**src/hdl/tspr_pkg.sv**
```systemverilog
// tspr_pkg: shared types, constants and helpers for the tile/sprite pixel renderer
// used by all modules of the renderer; no dependencies
package tspr_pkg;

    localparam int SCREEN_WIDTH_DEF   = 160;
    localparam int SPRITE_COUNT_DEF   = 40;
    localparam int TILE_MEM_BYTES_DEF = 8192;

    localparam int ADDR_W = 13;
    localparam int CFG_IDX_W = 3;
    localparam int QUEUE_DEPTH = 2;

    // item kinds
    typedef enum logic [1:0] {
        ACT_TILE_WR   = 2'd0,
        ACT_SPRITE_WR = 2'd1,
        ACT_RENDER    = 2'd2,
        ACT_NONE      = 2'd3
    } action_t;

    // register indexes
    typedef enum logic [CFG_IDX_W-1:0] {
        REG_LCDC   = 3'd0,
        REG_SCY    = 3'd1,
        REG_SCX    = 3'd2,
        REG_WY     = 3'd3,
        REG_WX     = 3'd4,
        REG_BGP    = 3'd5,
        REG_OBP0   = 3'd6,
        REG_OBP1   = 3'd7
    } reg_idx_t;

    localparam logic [12:0] MAP_HI_BASE  = 13'h1C00;
    localparam logic [12:0] MAP_LO_BASE  = 13'h1800;
    localparam logic [12:0] SIGNED_BASE  = 13'h0800;

    localparam int LCDC_TALL    = 2;
    localparam int LCDC_BG_MAP  = 3;
    localparam int LCDC_UNSIGN  = 4;
    localparam int LCDC_WIN_EN  = 5;
    localparam int LCDC_WIN_MAP = 6;

    localparam int ATTR_PAL    = 4;
    localparam int ATTR_XFLIP  = 5;
    localparam int ATTR_YFLIP  = 6;
    localparam int ATTR_BEHIND = 7;

    // classified command from front to back
    typedef struct packed {
        action_t     action;
        logic [12:0] address;
        logic [7:0]  data;
        logic [7:0]  pixel_x;
        logic [7:0]  line;
    } cmd_t;

    typedef enum logic [3:0] {
        ST_IDLE,
        ST_MAP_RD,
        ST_MAP_WAIT,
        ST_BG_LO,
        ST_BG_HI,
        ST_BG_DONE,
        ST_SPR_ATTR,
        ST_SPR_LO,
        ST_SPR_HI,
        ST_SPR_MIX,
        ST_OUT
    } rstate_t;

    function automatic logic [1:0] pal_shade(input logic [7:0] pal, input logic [1:0] num);
        pal_shade = pal[{num, 1'b0} +: 2];
    endfunction

endpackage

```
**src/hdl/tspr_queue.sv**
```systemverilog
// tspr_queue: short command queue between the front and the back
// depends on tspr_pkg
module tspr_queue
    import tspr_pkg::*;
(
    input  logic aclk,
    input  logic aresetn,
    input  logic in_valid,
    output logic in_ready,
    input  cmd_t in_cmd,
    output logic out_valid,
    input  logic out_ready,
    output cmd_t out_cmd
);
    localparam int PW = $clog2(QUEUE_DEPTH);

    cmd_t          mem_reg [QUEUE_DEPTH];
    logic [PW-1:0] wp_reg, rp_reg;
    logic [PW:0]   cnt_reg;

    assign in_ready  = (cnt_reg != (PW+1)'(QUEUE_DEPTH));
    assign out_valid = (cnt_reg != '0);
    assign out_cmd   = mem_reg[rp_reg];

    // storage
    always_ff @(posedge aclk) begin
        if (in_valid && in_ready) mem_reg[wp_reg] <= in_cmd;
    end

    // pointers
    always_ff @(posedge aclk) begin
        if (!aresetn) begin
            wp_reg <= '0; rp_reg <= '0; cnt_reg <= '0;
        end else begin
            if (in_valid && in_ready) wp_reg <= wp_reg + 1'b1;
            if (out_valid && out_ready) rp_reg <= rp_reg + 1'b1;
            cnt_reg <= cnt_reg + (PW+1)'(in_valid && in_ready)
                               - (PW+1)'(out_valid && out_ready);
        end
    end
endmodule

```
**config.mk**
```make
export PLATFORM = sky130hd
export DESIGN_NAME = tspr_queue
export DESIGN_NICKNAME = d
export VERILOG_FILES = /design/src/hdl/tspr_pkg.sv /design/src/hdl/tspr_queue.sv
export SDC_FILE = /design/constraint.sdc
export NUM_CORES = 1
export LEC_CHECK = 0
export BUFFER_PORTS_ARGS = -buffer_cell sky130_fd_sc_hd__buf_4
export CAP_MARGIN = 0
export CORE_MARGIN = 2
export CORE_UTILIZATION = 46
export CTS_BUF_LIST = sky130_fd_sc_hd__clkbuf_16
export DETAILED_ROUTE_END_ITERATION = 16
export GPL_TIMING_DRIVEN = 0
export PLACE_DENSITY = 0.74
export SLEW_MARGIN = 20
export SYNTH_ARGS = -nofsm -noshare
export SYNTH_HDL_FRONTEND = slang
export SYNTH_SLANG_ARGS = --single-unit
```
**constraint.sdc**
```tcl
create_clock -name aclk -period 1.83 [get_ports aclk]
set_input_delay 0.366 -clock aclk [delete_from_list [all_inputs] [get_ports aclk]]
set_output_delay 0.366 -clock aclk [all_outputs]
set_load 0.005 [all_outputs]
```
; ---- Word-level counts from Yosys, hierarchy flattened
; Memory sizes are Yosys's and may differ from the RTL's. A register that Yosys moved wholly into a read port is not among the register bits.
; Cells that the tools add are included.
[op_classes]
add_sub_neg = 4
n_eq_ne = 1
n_mux = 4
n_reduce_logical = 3
[op_table]
columns = op, count
row1 = 2-to-1 mux 1 bit, 4
row2 = adder 1 bit (second input constant), 2
row3 = adder 2 x 1 -> 2 bit, 1
row4 = logical AND 1 bit, 2
row5 = != test 2 bit (second input constant), 1
row6 = nonzero test 2 bit, 1
row7 = subtractor 2 x 1 -> 2 bit, 1
[word_totals]
reg_bits = 4
ramBits = 78
input_bits = 43
output_inout_bits = 41
wordCells = 16
n_memories = 1
[memory_table]
columns = name, depth, word_bits, rd, rd_clocked_by_memory_dff, write_ports, line_no
row1 = mem_reg, 2, 39, 1, 1, 1, tspr_queue.sv:17  ; cmd_t mem_reg [QUEUE_DEPTH];

; ---- Longest topological paths before layout
; Gate-level depths: netlist of the first run.
[depth]
ltp_word = 4
depth_mapped = 6
mapped_depth_nobuf = 6

; ---- Worst setup path before layout of the first run
; No wires, ideal clock.
[synth_path]
path_kind = register -> register
startpoint = register cnt_reg[0]
endpoint = memory mem_reg[1][0] (netlist name) (enable)
setup_time_ns = 0.400
arrival_time_ns = 1.609
t_required_ns = 1.430
slack_ns = -0.180
stages_incl_launch_ff = 3
path_buffers = 0
period_less_slack_ns = 2.010
path_cell_list = dfxtp_1 > nand2b_1 > and3_1
[synth_via]
elab_chain_len = 4
[synth_rtl]
columns = element, line_no
row1 = start: declaration, tspr_queue.sv:19  ; logic [PW:0] cnt_reg;
row2 = start signal: assignment, tspr_queue.sv:37  ; cnt_reg <= cnt_reg + (PW+1)'(in_valid && in_ready)
row3 = != test 2 bit, tspr_queue.sv:21  ; assign in_ready = (cnt_reg != (PW+1)'(QUEUE_DEPTH));
row4 = net in_ready, tspr_queue.sv:9  ; output logic in_ready,
row5 = logical AND 1 bit, tspr_queue.sv:27  ; if (in_valid && in_ready) mem_reg[wp_reg] <= in_cmd;
row6 = 2-to-1 mux 1 bit, tspr_queue.sv:27
row7 = 2-to-1 mux 1 bit (implied by the code), tspr_queue.sv:27
row8 = end: declaration, tspr_queue.sv:17
; The timed path passes the listed nets, and every way through them passes these cells.

==> parameters.txt, run 1 <==
Parameter                              Value

Pwr
  Final total power    5.24 mW
  Leakage power    1.61 nW
  Worst voltage drop across the vdd grid    0.000841 V
  Pwr Density    1250 mW/mm2

Synthesis
  Post-synthesis cell count    150
  Net count after synthesis    194
  Distinct cell type count of the synthesized netlist    26
  Mean instance size in the synthesized netlist    20.7 um2
  Area contributors post-synth    sky130_fd_sc_hd__edfxtp_1 75%, sky130_fd_sc_hd__mux2_2 10%, sky130_fd_sc_hd__mux2_4 4.8%
  Portion of synthesized cell area occupied by the leading cell type    75.3%
  Number of synthesized flops with an enable pin    78
  Most common flop cell mapped by yosys    sky130_fd_sc_hd__edfxtp_1
  Sequential area share after synthesis    78.5%
  Yosys top cell by area    sky130_fd_sc_hd__edfxtp_1
  Number of synthesized register bits    83
  Top cell types by occurrence after synthesis    78 x sky130_fd_sc_hd__edfxtp_1, 29 x sky130_fd_sc_hd__mux2_2, 10 x sky130_fd_sc_hd__mux2_4
  Proportion of synthesized flip-flops having asynchronous set or reset    0%
  Synth Cell Area    0.00311 mm2
  Number of warnings printed during yosys synthesis    0
  Most numerous cell in the Yosys netlist    sky130_fd_sc_hd__edfxtp_1

Timing
  Share of the cycle needed by the critical path after routing    95.3%
  Worst Hold Slack    0.228 ns
  Slew headroom    61.9%
  Min Clock Period, post-route    1.74 ns
  Final setup violation count    0
  Final worst-path setup slack    0.0868 ns
  Max Clk Rate    574 MHz
  Final-report hold violation count    0
  Worst clock skew on the final layout    0.00619 ns
  Worst Max-Slew Pin Slew    0.571 ns
  Count of pins over their slew limit    0
  Setup repair after global routing missed its margin    no

Routing
  Number of remaining DRC errors    0
  Number of nets still failing antenna checks after routing    0
  Number of vias per cell    4.99
  Total via count after detailed routing    1646
  Average wire length per cell after detail routing    16.0 um
  Drt first pass iters    4
  Sum of routed wire length over all layers    5.26 mm
  Iter 0 DRT Violations    76

Clocking
  Count of hold buffers inserted by post-cts repair    0
  Clock Sinks    83
  CTS tree    yes
  Buffer depth of the longest clock path    2
  Clock buffer count from CTS    9
  CTS H-tree depth    3
  Clock root buffer    sky130_fd_sc_hd__clkbuf_16
  Clock input transition at the sequential cells of the worst setup and hold paths    0.06 ns
  Worst-skew pair later-pin latency    0.32 ns

Placement
  Worst slack, placed    -0.233 ns
  DP Wirelength    3.28 mm
  Port Buf Inserts    83
  Routability cong.    0.727

Critical path
  Cell depth of the worst flop-to-flop path    4
  Kind of cell with the highest combined delay on the critical path    buffers and inverters
  R2R Path End    mem_reg[0][0]
  Data required time of the worst path    1.46 ns
  Critical Path Max Stage Delay    0.34 ns
  Crit path buf inv count    3
  Largest fanout of any net on the critical path    10
  Series of cell instances along the critical path    buf_6 > buf_8 > mux2_4 > buf_4
  Slowest CP cell    sky130_fd_sc_hd__dfxtp_2
  Startpoint of the worst register-to-register path    cnt_reg[0]
  Flop-to-flop setup slack    0.16 ns
  Sort of element at the start of the critical path    register
  Crit. End Element    output port
  Critical path type    reg2out
  Arrival @ worst endpoint    1.38 ns

Global routing
  Met2 Resource Use GR    24.1%
  GR peak layer    met2
  Tot GR Track Use    14.3%
  Total grt overflow    0
  Wire length of the first global-routing pass    7.84 mm
  Met1 Track Usage GR    17.4%
  Met3 capacity usage during global routing    3.33%
  Via count of the first global-routing pass    1610
  Initial antenna violation count    0
  Maximum number of pins on one net before global-route repair    40

Layout
  Number of diodes    0
  Synthesis-to-finish area growth    34.6%
  Fraction of layout cells with a size suffix above 1    56.9%
  Nets    292
  Max reg flops    78

Hold path
  Hold_sp    in_cmd[14]
  Class of the most critical hold timing path    in2reg
  Hold Path Cell Cnt    1
  Hold-critical path endpoint    mem_reg[1][14]

Die
  Height of the chip    86.2 um
  Starting density of the core    48.2%
  DIE WIDTH    86.2 um
  Area inside the core boundary    0.00646 mm2
  Die area    0.00744 mm2
  Total number of placement rows    29
  Count of boundary I/O pins    84

Job
  Max-cap violation count    0

Status
  Status    completed
-- worst max-delay path by stage --
stage | endpoint | cells past startpoint
floorplan | mem_reg[0][0] | 3
global placement | mem_reg[0][35] | 3
detailed placement | mem_reg[0][27] | 3
CTS | out_cmd[29] | 3
global route | mem_reg[0][17] | 3
finish | out_cmd[21] | 4
-- layer usage --
metal,vias up,wire (um)
met5,-,0
met4,0,96
met3,8,259
met2,54,2610
met1,802,2300
li1,782,-
-- power breakdown --
part,leakage [nW],internal [mW],switching (mW)
combinational,0.689,0.734,0.475
sequential,0.772,2.31,0.0682
clock,0.146,1.03,0.626
total,1.61,4.07,1.17
-- repair_timing --
action                     4_1_cts  5_1_grt
gates resized for setup          4        6
setup buffers                    1        1
setup endpoints to repair       88       59
cloned                           1        1
-- layout make-up --
cell class | instances | area, um2
plain buffers | 4 | 41.3
clock buffers | 9 | 225
clock inverters | 7 | 52.6
fillers | 474 | 2270
inverters | 1 | 7.51
multi-input cells | 62 | 641
flip-flops and latches | 83 | 2440
well taps | 77 | 96.3
repair buffers | 85 | 663
repair inverters | 2 | 15.0
-- cell families after synthesis --
group                      synth area share, %
AOI/OAI and AO/OA                         1.73
buffers and inverters                     1.05
and+or+nand+nor                           2.37
adders and majority gates                0.402
DFF                                       78.5
xor gates and xnor gates                 0.282
muxes                                     15.6
-- worst register-to-register path: cells and delay by family, from the launching register on --
kind	cells	cell delay, ns
buffers and inverters	2	0.39
DFF	1	0.45
and+or+nand+nor	2	0.54
-- cells in the final DEF (no fill, tap or decap) --
| master | n |
|---|---|
| sky130_fd_sc_hd__a211oi_1 | 1 |
| sky130_fd_sc_hd__a21bo_1 | 2 |
| sky130_fd_sc_hd__a21boi_1 | 1 |
| sky130_fd_sc_hd__a32oi_1 | 1 |
| sky130_fd_sc_hd__and2_1 | 3 |
| sky130_fd_sc_hd__and3_4 | 1 |
| sky130_fd_sc_hd__buf_12 | 2 |
| sky130_fd_sc_hd__buf_4 | 85 |
| sky130_fd_sc_hd__buf_6 | 1 |
| sky130_fd_sc_hd__buf_8 | 1 |
| sky130_fd_sc_hd__bufinv_16 | 1 |
| sky130_fd_sc_hd__clkbuf_16 | 9 |
| sky130_fd_sc_hd__clkinv_1 | 3 |
| sky130_fd_sc_hd__clkinvlp_4 | 3 |
| sky130_fd_sc_hd__dfxtp_1 | 4 |
| sky130_fd_sc_hd__dfxtp_2 | 1 |
| sky130_fd_sc_hd__edfxtp_1 | 78 |
| sky130_fd_sc_hd__ha_1 | 1 |
| sky130_fd_sc_hd__inv_1 | 3 |
| sky130_fd_sc_hd__mux2_2 | 29 |
| sky130_fd_sc_hd__mux2_4 | 10 |
| sky130_fd_sc_hd__mux2i_1 | 1 |
| sky130_fd_sc_hd__nand2_1 | 1 |
| sky130_fd_sc_hd__nand2b_1 | 2 |
| sky130_fd_sc_hd__nand3_1 | 1 |
| sky130_fd_sc_hd__nand3b_1 | 1 |
| sky130_fd_sc_hd__nor2_1 | 2 |
| sky130_fd_sc_hd__nor2b_1 | 1 |
| sky130_fd_sc_hd__o21ai_0 | 1 |
| sky130_fd_sc_hd__o21ai_1 | 1 |
| sky130_fd_sc_hd__or2_2 | 1 |
| sky130_fd_sc_hd__xnor2_1 | 1 |
-- metrics by stage --
stage          utilization [%]  cell area [um2]  setup TNS, ns  instances
6_report                  64.8             4190              0        330
5_1_grt                   64.8             4190              0        330
4_1_cts                   64.3             4150         -0.128        328
3_5_place_dp              59.4             3830         -12.21        310
3_3_place_gp              59.4             3830          -9.60        310
2_1_floorplan                -             3120              0        150
No activity file was read; power rests on OpenSTA's default activity.
==> run 2, diff against run 1 <==
Settings changed: CELL_PAD_IN_SITES_DETAIL_PLACEMENT set to 1, CELL_PAD_IN_SITES_GLOBAL_PLACEMENT set to 1, CORE_ASPECT_RATIO set to 1.75, CORE_UTILIZATION 46 to 39, PLACE_DENSITY 0.74 to unset, PLACE_DENSITY_LB_ADDON set to 0.1.
==> parameters.txt, run 2 (synthesized netlist as in run 1, its figures left out) <==
Parameter                              Value

Global routing
  Via count of the first global-routing pass    1702 (was 1610)
  Wire length of the first global-routing pass    8.71 mm (was 7.84 mm)
  Initial antenna violation count    0 (unchanged)
  Tot GR Track Use    13.9% (was 14.3%)
  Total grt overflow    0 (unchanged)
  Maximum number of pins on one net before global-route repair    40 (unchanged)

Routing
  Average wire length per cell after detail routing    16.7 um (was 16.0 um)
  Iter 0 DRT Violations    76 (unchanged)
  Number of nets still failing antenna checks after routing    0 (unchanged)
  Sum of routed wire length over all layers    5.74 mm (was 5.26 mm)
  Number of remaining DRC errors    0 (unchanged)
  Number of vias per cell    4.90 (was 4.99)
  Drt first pass iters    4 (unchanged)
  Total via count after detailed routing    1681 (was 1646)

Layout
  Post-Layout Inst Area    0.00425 mm2 (was 0.00419 mm2)
  Final standard cell utilization of the core    54.1% (was 64.8%)
  Number of diodes    0 (unchanged)
  Nets    292 (unchanged)
  Max reg flops    78 (unchanged)
  Commonest non-fill, non-tap cell in the layout    sky130_fd_sc_hd__buf_4 (unchanged)
  Fraction of layout cells with a size suffix above 1    59.3% (was 56.9%)
  Synthesis-to-finish area growth    36.6% (was 34.6%)
  Commonest cells after routing, fill and taps aside    86 x sky130_fd_sc_hd__buf_4, 78 x sky130_fd_sc_hd__edfxtp_1, 29 x sky130_fd_sc_hd__mux2_2 (was 85 x sky130_fd_sc_hd__buf_4, 78 x sky130_fd_sc_hd__edfxtp_1, 29 x sky130_fd_sc_hd__mux2_2)
  Number of standard cells in the final layout excluding fillers    343 (was 330)

Clocking
  Buffer depth of the longest clock path    2 (unchanged)
  Clock buffer count from CTS    9 (unchanged)
  Clock input transition at the sequential cells of the worst setup and hold paths    0.06 ns (about the same)
  CTS H-tree depth    3 (unchanged)
  Clock root buffer    sky130_fd_sc_hd__clkbuf_16 (unchanged)
  Clock Sinks    83 (unchanged)
  CTS tree    yes (unchanged)
  Worst-skew pair later-pin latency    0.33 ns (was 0.32 ns)

Timing
  Final setup violation count    0 (unchanged)
  Max Clk Rate    571 MHz (was 574 MHz)
  Count of pins over their slew limit    0 (unchanged)
  Share of the cycle needed by the critical path after routing    95.8% (was 95.3%)
  Worst clock skew on the final layout    0.00419 ns (was 0.00619 ns)
  Final worst-path setup slack    0.0776 ns (was 0.0868 ns)
  Final-report hold violation count    0 (unchanged)
  Worst Max-Slew Pin Slew    0.553 ns (was 0.571 ns)
  Min Clock Period, post-route    1.75 ns (was 1.74 ns)
  Setup repair after global routing missed its margin    no (unchanged)
  Worst Hold Slack    0.219 ns (was 0.228 ns)
  Slew headroom    63.2% (was 61.9%)

Critical path
  Crit. End Element    output port (unchanged)
  Critical Path Max Stage Delay    0.34 ns (about the same)
  Series of cell instances along the critical path    buf_6 > buf_12 > mux2_2 > buf_4 (was buf_6 > buf_8 > mux2_4 > buf_4)
  Largest fanout of any net on the critical path    7 (was 10)
  Arrival @ worst endpoint    1.39 ns (was 1.38 ns)
  Data required time of the worst path    1.46 ns (about the same)
  Slowest CP cell    sky130_fd_sc_hd__dfxtp_2 (unchanged)
  Critical path type    reg2out (unchanged)
  Sort of element at the start of the critical path    register (unchanged)

Job
  Max-cap violation count    0 (unchanged)

Placement
  Port Buf Inserts    83 (unchanged)
  Placement Cell Area    0.00385 mm2 (was 0.00383 mm2)
  DP Wirelength    3.69 mm (was 3.28 mm)
  Placed Instances    323 (was 310)
  Worst slack, placed    -0.296 ns (was -0.233 ns)
  Routability cong.    0.657 (was 0.727)

Die
  Total number of placement rows    43 (was 29)
  DIE WIDTH    71.5 um (was 86.2 um)
  Height of the chip    122 um (was 86.2 um)
  Area inside the core boundary    0.00786 mm2 (was 0.00646 mm2)
  Starting density of the core    39.6% (was 48.2%)
  Die area    0.00873 mm2 (was 0.00744 mm2)
  Count of boundary I/O pins    84 (unchanged)

Hold path
  Class of the most critical hold timing path    in2reg (unchanged)

Status
  Status    completed (unchanged)

Pwr
  Leakage power    1.63 nW (was 1.61 nW)
  Worst voltage drop across the vdd grid    0.000695 V (was 0.000841 V)
  Pwr Density    1290 mW/mm2 (was 1250 mW/mm2)
[run 2: repair_timing]
action	4_1_cts	5_1_grt
hold buffers	0	0
gates cloned	1	0
gates resized for setup	5	8
setup buffers	2	1
setup endpoints to repair	108	60
[run 2: worst max-delay path, delay by kind of cell (launching register included)]
kind     cells  cell delay [ns]
buf+inv      3             0.38
flops        1             0.34
mux          1             0.34
[run 2: area by class of cell]
type	instances	area (um2)
clock inverters	7	85.1
plain buffers	4	46.3
flip-flops and latches	83	2450
multi-input cells	62	648
clock buffers	9	225
repair inverters	1	7.51
well taps	90	113
inverters	1	7.51
repair buffers	86	671
fillers	741	3610
[run 2: per-layer routing]
layer,global-route usage [%],part of all wire (%),up-vias
met2,25.2,57,51
met4,6.37,1.6,0
met1,14.1,35,843
met5,0,0,-
li1,-,-,781
met3,4.63,6.0,6
[run 2: worst paths after layout]
path                    from        endpoint  slack [ns]  cells past startpoint
setup / recovery    register     out_cmd[28]        0.08                      4
hold / removal    in_cmd[37]  mem_reg[0][37]        0.22                      1
setup reg to reg  cnt_reg[0]  mem_reg[0][19]        0.15                      3
hold reg to reg       wp_reg          wp_reg        0.59                      2
[run 2: through the flow]
stage / power [mW] / setup TNS (ns)
floorplan: 3.02 / 0
global placement: 3.57 / -17.46
detailed placement: 3.59 / -15.32
CTS: 5.52 / -0.724
global route: 5.71 / 0
finish: 5.47 / 0
[run 2: power by group]
part | total [mW] | switching, mW | internal (mW)
Combinational | 1.24 | 0.480 | 0.756
Clock | 1.84 | 0.664 | 1.18
Sequential | 2.39 | 0.0728 | 2.32
Total | 5.47 | 1.22 | 4.25
==> run 3, diff against run 2 <==
Settings changed: SETUP_SLACK_MARGIN set to 0.5.
==> parameters.txt, run 3 (synthesized netlist as in run 1, its figures left out) <==
Parameter                              Value

Global routing
  Total grt overflow    0 (unchanged)
  Via count of the first global-routing pass    2024 (was 1702)
  Maximum number of pins on one net before global-route repair    20 (was 40)
  Initial antenna violation count    0 (unchanged)
  Wire length of the first global-routing pass    10.6 mm (was 8.71 mm)
  Tot GR Track Use    17.0% (was 13.9%)

Timing
  Aggregate negative setup slack    0 ns (unchanged)
  Final setup violation count    0 (unchanged)
  Share of the cycle needed by the critical path after routing    97.0% (was 95.8%)
  Worst Max-Slew Pin Slew    0.241 ns (was 0.553 ns)
  Max Clk Rate    564 MHz (was 571 MHz)
  Final-report hold violation count    0 (unchanged)
  Slew headroom    83.8% (was 63.2%)
  Min Clock Period, post-route    1.77 ns (was 1.75 ns)
  Setup repair after global routing missed its margin    yes (was no)
  Count of pins over their slew limit    0 (unchanged)
  Worst clock skew on the final layout    0.00746 ns (was 0.00419 ns)

Placement
  Placement Cell Area    0.00386 mm2 (was 0.00385 mm2)
  Routability cong.    0.647 (was 0.657)
  Port Buf Inserts    83 (unchanged)
  DP Wirelength    3.91 mm (was 3.69 mm)

Clocking
  Clock input transition at the sequential cells of the worst setup and hold paths    0.06 ns (about the same)
  Clock buffer count from CTS    9 (unchanged)
  Clock root buffer    sky130_fd_sc_hd__clkbuf_16 (unchanged)
  Clock Sinks    83 (unchanged)
  CTS tree    yes (unchanged)
  CTS H-tree depth    3 (unchanged)
  Buffer depth of the longest clock path    2 (unchanged)
  Count of hold buffers inserted by post-cts repair    0 (unchanged)
  Worst-skew pair later-pin latency    0.33 ns (about the same)

Critical path
  R2R Path End    mem_reg[0][4] (was mem_reg[0][19])
  Largest fanout of any net on the critical path    5 (was 7)
  Crit. End Element    output port (unchanged)
  Data required time of the worst path    1.46 ns (about the same)
  Slowest CP cell    sky130_fd_sc_hd__dfxtp_4 (was sky130_fd_sc_hd__dfxtp_2)
  Sort of element at the start of the critical path    register (unchanged)
  Startpoint of the worst register-to-register path    cnt_reg[1] (was cnt_reg[0])
  Critical Path Max Stage Delay    0.37 ns (was 0.34 ns)
  Cell depth of the worst flop-to-flop path    7 (was 3)
  Crit path buf inv count    3 (unchanged)
  Flop-to-flop setup slack    0.39 ns (was 0.15 ns)
  Arrival @ worst endpoint    1.41 ns (was 1.39 ns)
  Series of cell instances along the critical path    buf_8 > clkbuf_16 > mux2_4 > buf_6 (was buf_6 > buf_12 > mux2_2 > buf_4)
  Kind of cell with the highest combined delay on the critical path    buffers and inverters (unchanged)
  Critical path type    reg2out (unchanged)

Pwr
  Pwr Density    1250 mW/mm2 (was 1290 mW/mm2)
  Net switching power of the design    1.45 mW (was 1.22 mW)
  Combinational cell fraction of total power    30.4% (was 22.6%)
  Worst voltage drop across the vdd grid    0.000721 V (was 0.000695 V)
  Part of the total power dissipated in sequential elements    40.5% (was 43.7%)
  Cell Int Power    4.51 mW (was 4.25 mW)
  Proportion of power drawn by the clock network    29.1% (was 33.7%)
  Net Sw Frac    24.3% (was 22.3%)
  Leakage power    1.85 nW (was 1.63 nW)

Hold path
  Hold_sp    in_cmd[9] (was in_cmd[37])
  Hold-critical path endpoint    mem_reg[0][9] (was mem_reg[0][37])
  Hold Path Cell Cnt    1 (unchanged)
  Class of the most critical hold timing path    in2reg (unchanged)

Routing
  Number of remaining DRC errors    0 (unchanged)
  Sum of routed wire length over all layers    7.60 mm (was 5.74 mm)
  Average wire length per cell after detail routing    20.6 um (was 16.7 um)
  Number of vias per cell    4.89 (was 4.90)
  Drt first pass iters    4 (unchanged)
  Total via count after detailed routing    1810 (was 1681)
  Number of nets still failing antenna checks after routing    0 (unchanged)
  Iter 0 DRT Violations    116 (was 76)

Layout
  Post-Layout Inst Area    0.00477 mm2 (was 0.00425 mm2)
  Fraction of layout cells with a size suffix above 1    67.1% (was 59.3%)
  Commonest non-fill, non-tap cell in the layout    sky130_fd_sc_hd__edfxtp_1 (was sky130_fd_sc_hd__buf_4)
  Synthesis-to-finish area growth    53.2% (was 36.6%)
  Max reg flops    78 (unchanged)
  Number of diodes    0 (unchanged)
  Nets    319 (was 292)
  Commonest cells after routing, fill and taps aside    78 x sky130_fd_sc_hd__edfxtp_1, 70 x sky130_fd_sc_hd__buf_4, 32 x sky130_fd_sc_hd__buf_6 (was 86 x sky130_fd_sc_hd__buf_4, 78 x sky130_fd_sc_hd__edfxtp_1, 29 x sky130_fd_sc_hd__mux2_2)
  Number of fill cells in the layout    711 (was 741)

Status
  Status    completed (unchanged)

Die
  Starting density of the core    39.6% (unchanged)
  DIE WIDTH    71.5 um (unchanged)
  Count of boundary I/O pins    84 (unchanged)
  Height of the chip    122 um (unchanged)
  Die area    0.00873 mm2 (unchanged)
  Total number of placement rows    43 (unchanged)
  Area inside the core boundary    0.00786 mm2 (unchanged)

Job
  Max-cap violation count    0 (unchanged)
## run 3: cell count changes in the layout (fill, tap and decap cells not counted), sizes merged
cell | previous run | this run
bufinv | 2 | 1
clkbuf | 9 | 11
and3 | 1 | 4
inv | 2 | 1
clkinv | 3 | 4
clkinvlp | 2 | 4
buf | 90 | 111
## run 3: repair_timing
item / 4_1_cts / 5_1_grt
pin swaps: 4 / 2
setup buffers: 17 / 6
cloned: 5 / 3
setup endpoints to repair: 121 / 92
gates resized for setup: 45 / 32
## run 3: power by group through the flow
stage | Clock [mW] | Combinational (mW) | Sequential (mW)
2_1_floorplan | 0 | 0.623 | 2.41
5_1_grt | 1.83 | 1.92 | 2.43
6_report | 1.73 | 1.81 | 2.41
4_1_cts | 1.76 | 1.59 | 2.39
3_5_place_dp | 0 | 1.17 | 2.44
3_3_place_gp | 0 | 1.16 | 2.42
## run 3: final cells by class
type / instances / area [um2] / area share (%)
plain buffers: 4 / 57.6 / 1.21
repair inverters: 2 / 15.0 / 0.315
flip-flops and latches: 83 / 2450 / 51.5
multi-input cells: 65 / 782 / 16.4
repair buffers: 109 / 1050 / 22.1
clock buffers: 9 / 225 / 4.73
well taps: 90 / 113 / 2.36
clock inverters: 7 / 60.1 / 1.26
inverters: 1 / 7.51 / 0.158
## run 3: metrics by stage
step	power (mW)	util, %	hold WS (ns)	worst slack (ns)	cells
finish	5.95	60.7	0.216	0.0555	370
global route	6.19	60.7	0.209	0.0212	370
CTS	5.74	57.4	0.206	0.0586	361
detailed placement	3.61	49.2	0.554	-0.193	323
global placement	3.58	49.2	0.550	-0.190	323
floorplan	3.03	-	0.465	0.256	150
## run 3: how the worst max path moves through the flow
stage | endpoint | slack, ns | cells after the start | start
5_1_grt | out_cmd[26] | 0.02 | 4 | register
4_1_cts | out_cmd[16] | 0.06 | 3 | register
2_1_floorplan | mem_reg[0][0] | 0.26 | 3 | cnt_reg[0]
3_3_place_gp | mem_reg[0][28] | -0.19 | 3 | in_valid
6_report | out_cmd[26] | 0.06 | 4 | register
3_5_place_dp | mem_reg[0][28] | -0.19 | 3 | in_valid
## run 3: per-layer routing
metal | track usage, % | part of all wire (%)
met5 | 0 | 0
met4 | 7.43 | 1.9
met3 | 3.64 | 4.5
met2 | 31.9 | 58
met1 | 17.7 | 35
